## config.mk

```make
export PLATFORM = sky130hd
export DESIGN_NAME = cna_sat
export DESIGN_NICKNAME = d
export VERILOG_FILES = /design/src/hw/rtl/cna_sat.sv
export SDC_FILE = /design/constraint.sdc
export NUM_CORES = 1
export LEC_CHECK = 0
export BUFFER_PORTS_ARGS = -buffer_cell sky130_fd_sc_hd__buf_2
export CAP_MARGIN = 20
export CORE_ASPECT_RATIO = 0.7
export CORE_MARGIN = 10
export CORE_UTILIZATION = 35
export DETAILED_ROUTE_END_ITERATION = 10
export PLACE_DENSITY_LB_ADDON = 0.12
export SYNTH_ARGS = -nofsm -noshare
export SYNTH_HDL_FRONTEND = slang
export SYNTH_SLANG_ARGS = --single-unit
```

## constraint.sdc

```tcl
create_clock -name vclk -period 3.05
set_input_delay 0.305 -clock vclk [all_inputs]
set_output_delay 0.305 -clock vclk [all_outputs]
set_load 0.05 [all_outputs]
```

## src/hw/rtl/cna_sat.sv

```systemverilog
`default_nettype none
// Clamp a sign/magnitude value to the signed DW-bit range.
module cna_sat #(
	parameter int DW = 32,
	parameter int MW = 64
) (
	input  logic                 neg,
	input  logic [MW-1:0]        mag,
	input  logic                 big,
	output logic signed [DW-1:0] val,
	output logic                 ovf
);

	localparam logic [MW-1:0] LIM   = MW'(1) << (DW-1);
	localparam logic [MW-1:0] LIMM1 = LIM - MW'(1);

	// negative side reaches one step further than the positive side
	always_comb begin
		if (neg) begin
			ovf = big || (mag > LIM);
			val = ovf ? LIM[DW-1:0] : -mag[DW-1:0];
		end else begin
			ovf = big || (mag > LIMM1);
			val = ovf ? LIMM1[DW-1:0] : mag[DW-1:0];
		end
	end

endmodule
`default_nettype wire

```

==> out/qor.yml, run 1 <==
run_status:
  status: "finished, final reports clean"
timing:
  fin_setup_tns_ps: 0
  hold_viol_final: 0
  period_needed_ps: 2932
  post-route-period-util_pct: 96.12
  worst_hold_slack_ps: 989.2
  rsz0062_at_grt: "no"
  slew_viol_final: 0
  slew_headroom_pct: 47.34
  worstMarginPinSlew_ps: 788.1
  max_freq_mhz: 341.1
  fin_ws_ps: 118.5
  report.final.setup_viol: 0
job:
  drv_cap: 0
pwr:
  power_density_nw_per_um2: 144.9
  peakVddDrop_mv: 0.09772
  p_leak_nw: 0.8012
  p_total_w: 0.0002848
die:
  die_h_um: 71.84
  fp-row-count: 18
  die_x_um: 94.06
  core_area_sq_um: 3603
  io_pins: 99
  start_util_pct: 37.29
  die_area_sq_um: 6757
cts:
  post-cts-setup-buffers: 0
  post_cts_resized: 0
  ctsHoldBuffers: 0
routing:
  dr.pass1.iters: 4
  avgViaCountPerCell: 5.828
  finalWirelength_um: 5703
  wl_per_cell_um: 16.11
  vias: 2063
  antenna_left: 0
  drc: 0
  drt_iter0_markers: 114
setup_path:
  cp.required_ps: 2740
  cp_max_fo: 23
  crit_path_frequent_cell: "buf_2"
  critPathKind: "in -> out"
  end_kind: "output port"
  worstSetupStartpoint: "mag[26]"
  crit_buf_inv: 3
  crit_arrival_ps: 2630
  crit_slowest_cell: "or4_1"
  critPathTopFamily: "simple AND/OR/NAND/NOR gates"
  path_cells: "buf_2 -> or4_1 -> nor4_1 -> a41o_2 -> a21oi_4 -> buf_4 -> a311oi_2 -> buf_2"
  critPathLaunchType: "primary input"
  max_stage_delay_ps: 550
logic_synthesis:
  syn_nets: 276
  ys_seq_area_share_pct: 0
  synth_cell_types: 44
  ys_warn_count: 0
  synth_area_sq_um: 1344
  avgSynthCellArea_sq_um: 6.430
  netlist_instances: 209
final_layout:
  ff_latch_area_sq_um: 0
  clkbuf_count: 0
  drive_above_1_share_pct: 48.68
  layout_commonest_cell: "buf_2"
  insertedDiodeCount: 0
  syn2layout_area_growth_pct: 46.28
  nets: 373
  final_cell_mix: "buf_2, a21oi_1, nor2_1, nor4_1"
  nFlopsAndLatches: 0
  filler_cell_count: 387
  post-route-cell-area_sq_um: 1966
  multi_input_area_sq_um: 1280
grt:
  grt_use_total_pct: 15.46
  grt_max_degree: 33
  antenna_found_initial: 0
  grt_overflow: 0
  grt_pass1_wl_um: 9363
  grt_pass1_vias: 2023
worst_hold_path:
  holdPathStages: 3
  hold_start: "mag[6]"
  min_to: "val[6]"
  worstHoldPathType: "in -> out"
placed_design:
  dp_hpwl_um: 4536
  dpl_cell_area_sq_um: 1966
  numPortBuffers: 99
  dp_slack_ps: 158.8
  place_congestion: 0.7883
-- Yosys cell counts, drive strengths merged --
master,number,area [sq um]
o311a,3,30.03
nor2,19,78.82
and3,4,25.02
a221o,1,10.01
a311oi,16,140.1
and4,1,8.760
ha,1,12.51
or2,3,18.77
nor4,20,155.2
o21ai,3,15.01
a21oi,29,156.4
nand4,11,75.07
nor3,15,106.4
o41ai,1,8.760
dlygate4sd1,1,8.760
and2,1,7.510
buf,9,85.08
nand3,17,90.09
or3b,1,8.760
clkbuf,8,41.28
a41o,1,11.26
nand2b,2,12.51
o22ai,2,12.51
a211oi,4,35.03
or3,4,25.02
or4,7,56.30
xnor2,1,8.760
o211a,1,10.01
nand3b,1,7.510
nand2,16,60.06
inv,6,22.52
-- stage by stage --
step	instances	util (%)
2_1_floorplan	209	-
3_3_place_gp	354	54.55
3_5_place_dp	354	54.55
4_1_cts	354	54.55
5_1_grt	354	54.55
6_report	354	54.55
-- layer usage --
layer  wire (um)  global-route usage (%)  vias up
li1            -                       -     1030
met4           0                  0.3361        0
met2        2713                   27.39       68
met5           0                       0        -
met1        2638                   20.23      965
met3         351                   2.185        0
-- area by class of cell --
class / instances / area share [%]
Inverter: 6 / 1.146
Multi-Input combinational cell: 185 / 65.12
Tap cell: 50 / 3.183
Timing Repair Buffer: 113 / 30.55
-- cell families after synthesis --
| kind of cell | share of synthesized area (%) |
|---|---|
| adders and majority gates | 0.9309 |
| xor gates and xnor gates | 0.6519 |
| buffers and inverters | 11.73 |
| and+or+nand+nor | 54.75 |
| AOI/OAI and AO/OA | 31.94 |
-- where the power goes --
part / internal, W / switching, W / leakage, nW
clock network: 0 / 0 / 0
logic: 0.0000870 / 0.000198 / 0.801
registers: 0 / 0 / 0
-- how the worst max path moves through the flow --
stage,cells after the start,end
2_1_floorplan,8,val[25]
3_3_place_gp,8,val[29]
3_5_place_dp,8,val[14]
4_1_cts,8,val[14]
5_1_grt,10,val[14]
6_report,8,val[22]
Note: power is estimated with default switching activity, not from simulation.
==> inputs of run 2 (changes only) <==
Settings changed: ABC_CLOCK_PERIOD_IN_PS set to 3050, RECOVER_POWER set to 50.
==> run 2 against run 1 <==
Effect of this change: final area is 0.25% lower; combinational power hardly changed; critical path depth stayed put; worst hold slack better by 28 ps; first-iteration DRC count is 14% lower; routed wire length is 0.21% higher; utilization is 0.14 points lower; global-route usage stayed put; flip-flop and latch count stayed put; total power is 0.14% lower; sequential share of layout area stayed put; via count is 0.34% higher; critical endpoint unchanged; largest cell class unchanged.
==> out/qor.yml, run 2 (synthesized netlist as in run 1, its figures left out) <==
setup_path:
  critPathLaunchType: "primary input"
  critPathKind: "in -> out"
  cp.required_ps: 2740  # about the same
  crit_arrival_ps: 2640  # about the same
  cp_max_fo: 23  # unchanged
  end_kind: "output port"
final_layout:
  ff_latch_area_sq_um: 0  # unchanged
  clkbuf_count: 0  # unchanged
  insertedDiodeCount: 0  # unchanged
  nFlopsAndLatches: 0  # unchanged
  nets: 373  # unchanged
  drive_above_1_share_pct: 47.37  # -1.3 points
  fin_util_pct: 54.41  # -0.14 points
  layout_commonest_cell: "buf_2"
  final_cell_mix: "buf_2, a21oi_1, nor2_1, nor4_1"
  syn2layout_area_growth_pct: 45.90
  filler_cell_count: 389  # +0.52%
die:
  fp-row-count: 18  # unchanged
  core_area_sq_um: 3603  # unchanged
  die_x_um: 94.06  # unchanged
  die_area_sq_um: 6757  # unchanged
  start_util_pct: 37.29  # unchanged
  die_h_um: 71.84  # unchanged
  io_pins: 99  # unchanged
run_status:
  status: "finished, final reports clean"
grt:
  grt_use_total_pct: 15.46  # unchanged
  antenna_found_initial: 0  # unchanged
  grt_overflow: 0  # unchanged
  met3_usage_pct: 2.185  # unchanged
  grt_use_met2_pct: 27.39  # unchanged
  busiest_layer: "met2"
  grt_max_degree: 33  # unchanged
  grt_pass1_wl_um: 9363  # unchanged
  grt_use_met1_pct: 20.23  # unchanged
  grt_pass1_vias: 2023  # unchanged
pwr:
  clock_power_share_pct: 0  # unchanged
  p_int_w: 0.00008608  # -1.1%
  netSwitchingFraction_pct: 69.74  # +0.29 points
  power_density_nw_per_um2: 145.1  # +0.12%
  p_leak_nw: 0.7908  # -1.3%
  seqPwrFrac_pct: 0  # unchanged
  switchingPower_w: 0.0001984  # +0.29%
  comb_power_share_pct: 100.0  # about the same
  peakVddDrop_mv: 0.09796  # +0.25%
routing:
  vias: 2070  # +0.34%
  antenna_left: 0  # unchanged
  drt_iter0_markers: 98  # -14%
  wl_per_cell_um: 16.14  # +0.21%
  drc: 0  # unchanged
  finalWirelength_um: 5715  # +0.21%
  dr.pass1.iters: 4  # unchanged
  avgViaCountPerCell: 5.847  # +0.34%
timing:
  fin_ws_ps: 101.8  # -16.70 ps
  hold_viol_final: 0  # unchanged
  rsz0062_at_grt: "no"
  post-route-period-util_pct: 96.66  # +0.55 points
  slew_viol_final: 0  # unchanged
  period_needed_ps: 2948  # +16.70 ps
  report.final.setup_viol: 0  # unchanged
  slew_headroom_pct: 47.81  # +0.47 points
  worstMarginPinSlew_ps: 781.1  # -7.000 ps
  max_freq_mhz: 339.2  # -0.57%
worst_hold_path:
  worstHoldPathType: "in -> out"
cts:
  post-cts-setup-buffers: 0  # unchanged
  ctsHoldBuffers: 0  # unchanged
  post_cts_resized: 0  # unchanged
placed_design:
  numPortBuffers: 99  # unchanged
  dp_hpwl_um: 4536  # unchanged
  dp_slack_ps: 158.8  # unchanged
  place_congestion: 0.7883  # unchanged
job:
  drv_cap: 0  # unchanged
run 2: metal layers:
| layer | vias to the layer above | wire (um) | share of wire [%] |
|---|---|---|---|
| met4 | 0 | 0 | 0 |
| met5 | - | 0 | 0 |
| met1 | 976 | 2673 | 47 |
| li1 | 1033 | - | - |
| met2 | 61 | 2719 | 48 |
| met3 | 0 | 322 | 5.6 |
run 2: layout make-up:
type / count / area, sq um / area share [%]
well taps: 50 / 62.56 / 3.191
multi-input cells: 185 / 1280 / 65.28
inverters: 6 / 22.52 / 1.149
repair buffers: 113 / 595.6 / 30.38
run 2: final timing paths:
| kind | from | end | slack [ps] | cells past startpoint |
|---|---|---|---|---|
| worst min-delay path | mag[13] | val[13] | 1020 | 3 |
| worst max-delay path | mag[26] | val[22] | 100 | 8 |
run 2: through the flow:
| step | hold slack, ps | cell area (sq um) | setup TNS (ps) | power, W | instances |
|---|---|---|---|---|---|
| after global placement | 980.0 | 1966 | 0 | 0.0002827 | 354 |
| after global routing | 1036 | 1961 | 0 | 0.0003049 | 354 |
| after CTS | 988.8 | 1966 | 0 | 0.0002850 | 354 |
| final | 1017 | 1961 | 0 | 0.0002845 | 354 |
| after detailed placement | 985.0 | 1966 | 0 | 0.0002843 | 354 |
| after floorplan | 786.8 | 1438 | -2471 | 0.0001825 | 209 |
run 2: power groups by stage:
stage          registers (W)  logic (W)  clock network (W)
2_1_floorplan              0   0.000183                  0
3_3_place_gp               0   0.000283                  0
3_5_place_dp               0   0.000284                  0
4_1_cts                    0   0.000285                  0
5_1_grt                    0   0.000305                  0
6_report                   0   0.000284                  0
run 2: critical path, cell delays in order:
cell and delay [ps]:
buf_2 130, or4_1 550, nor4_1 400, a41o_2 320, a21oi_4 200, buf_4 220
a311oi_2 200, buf_2 310
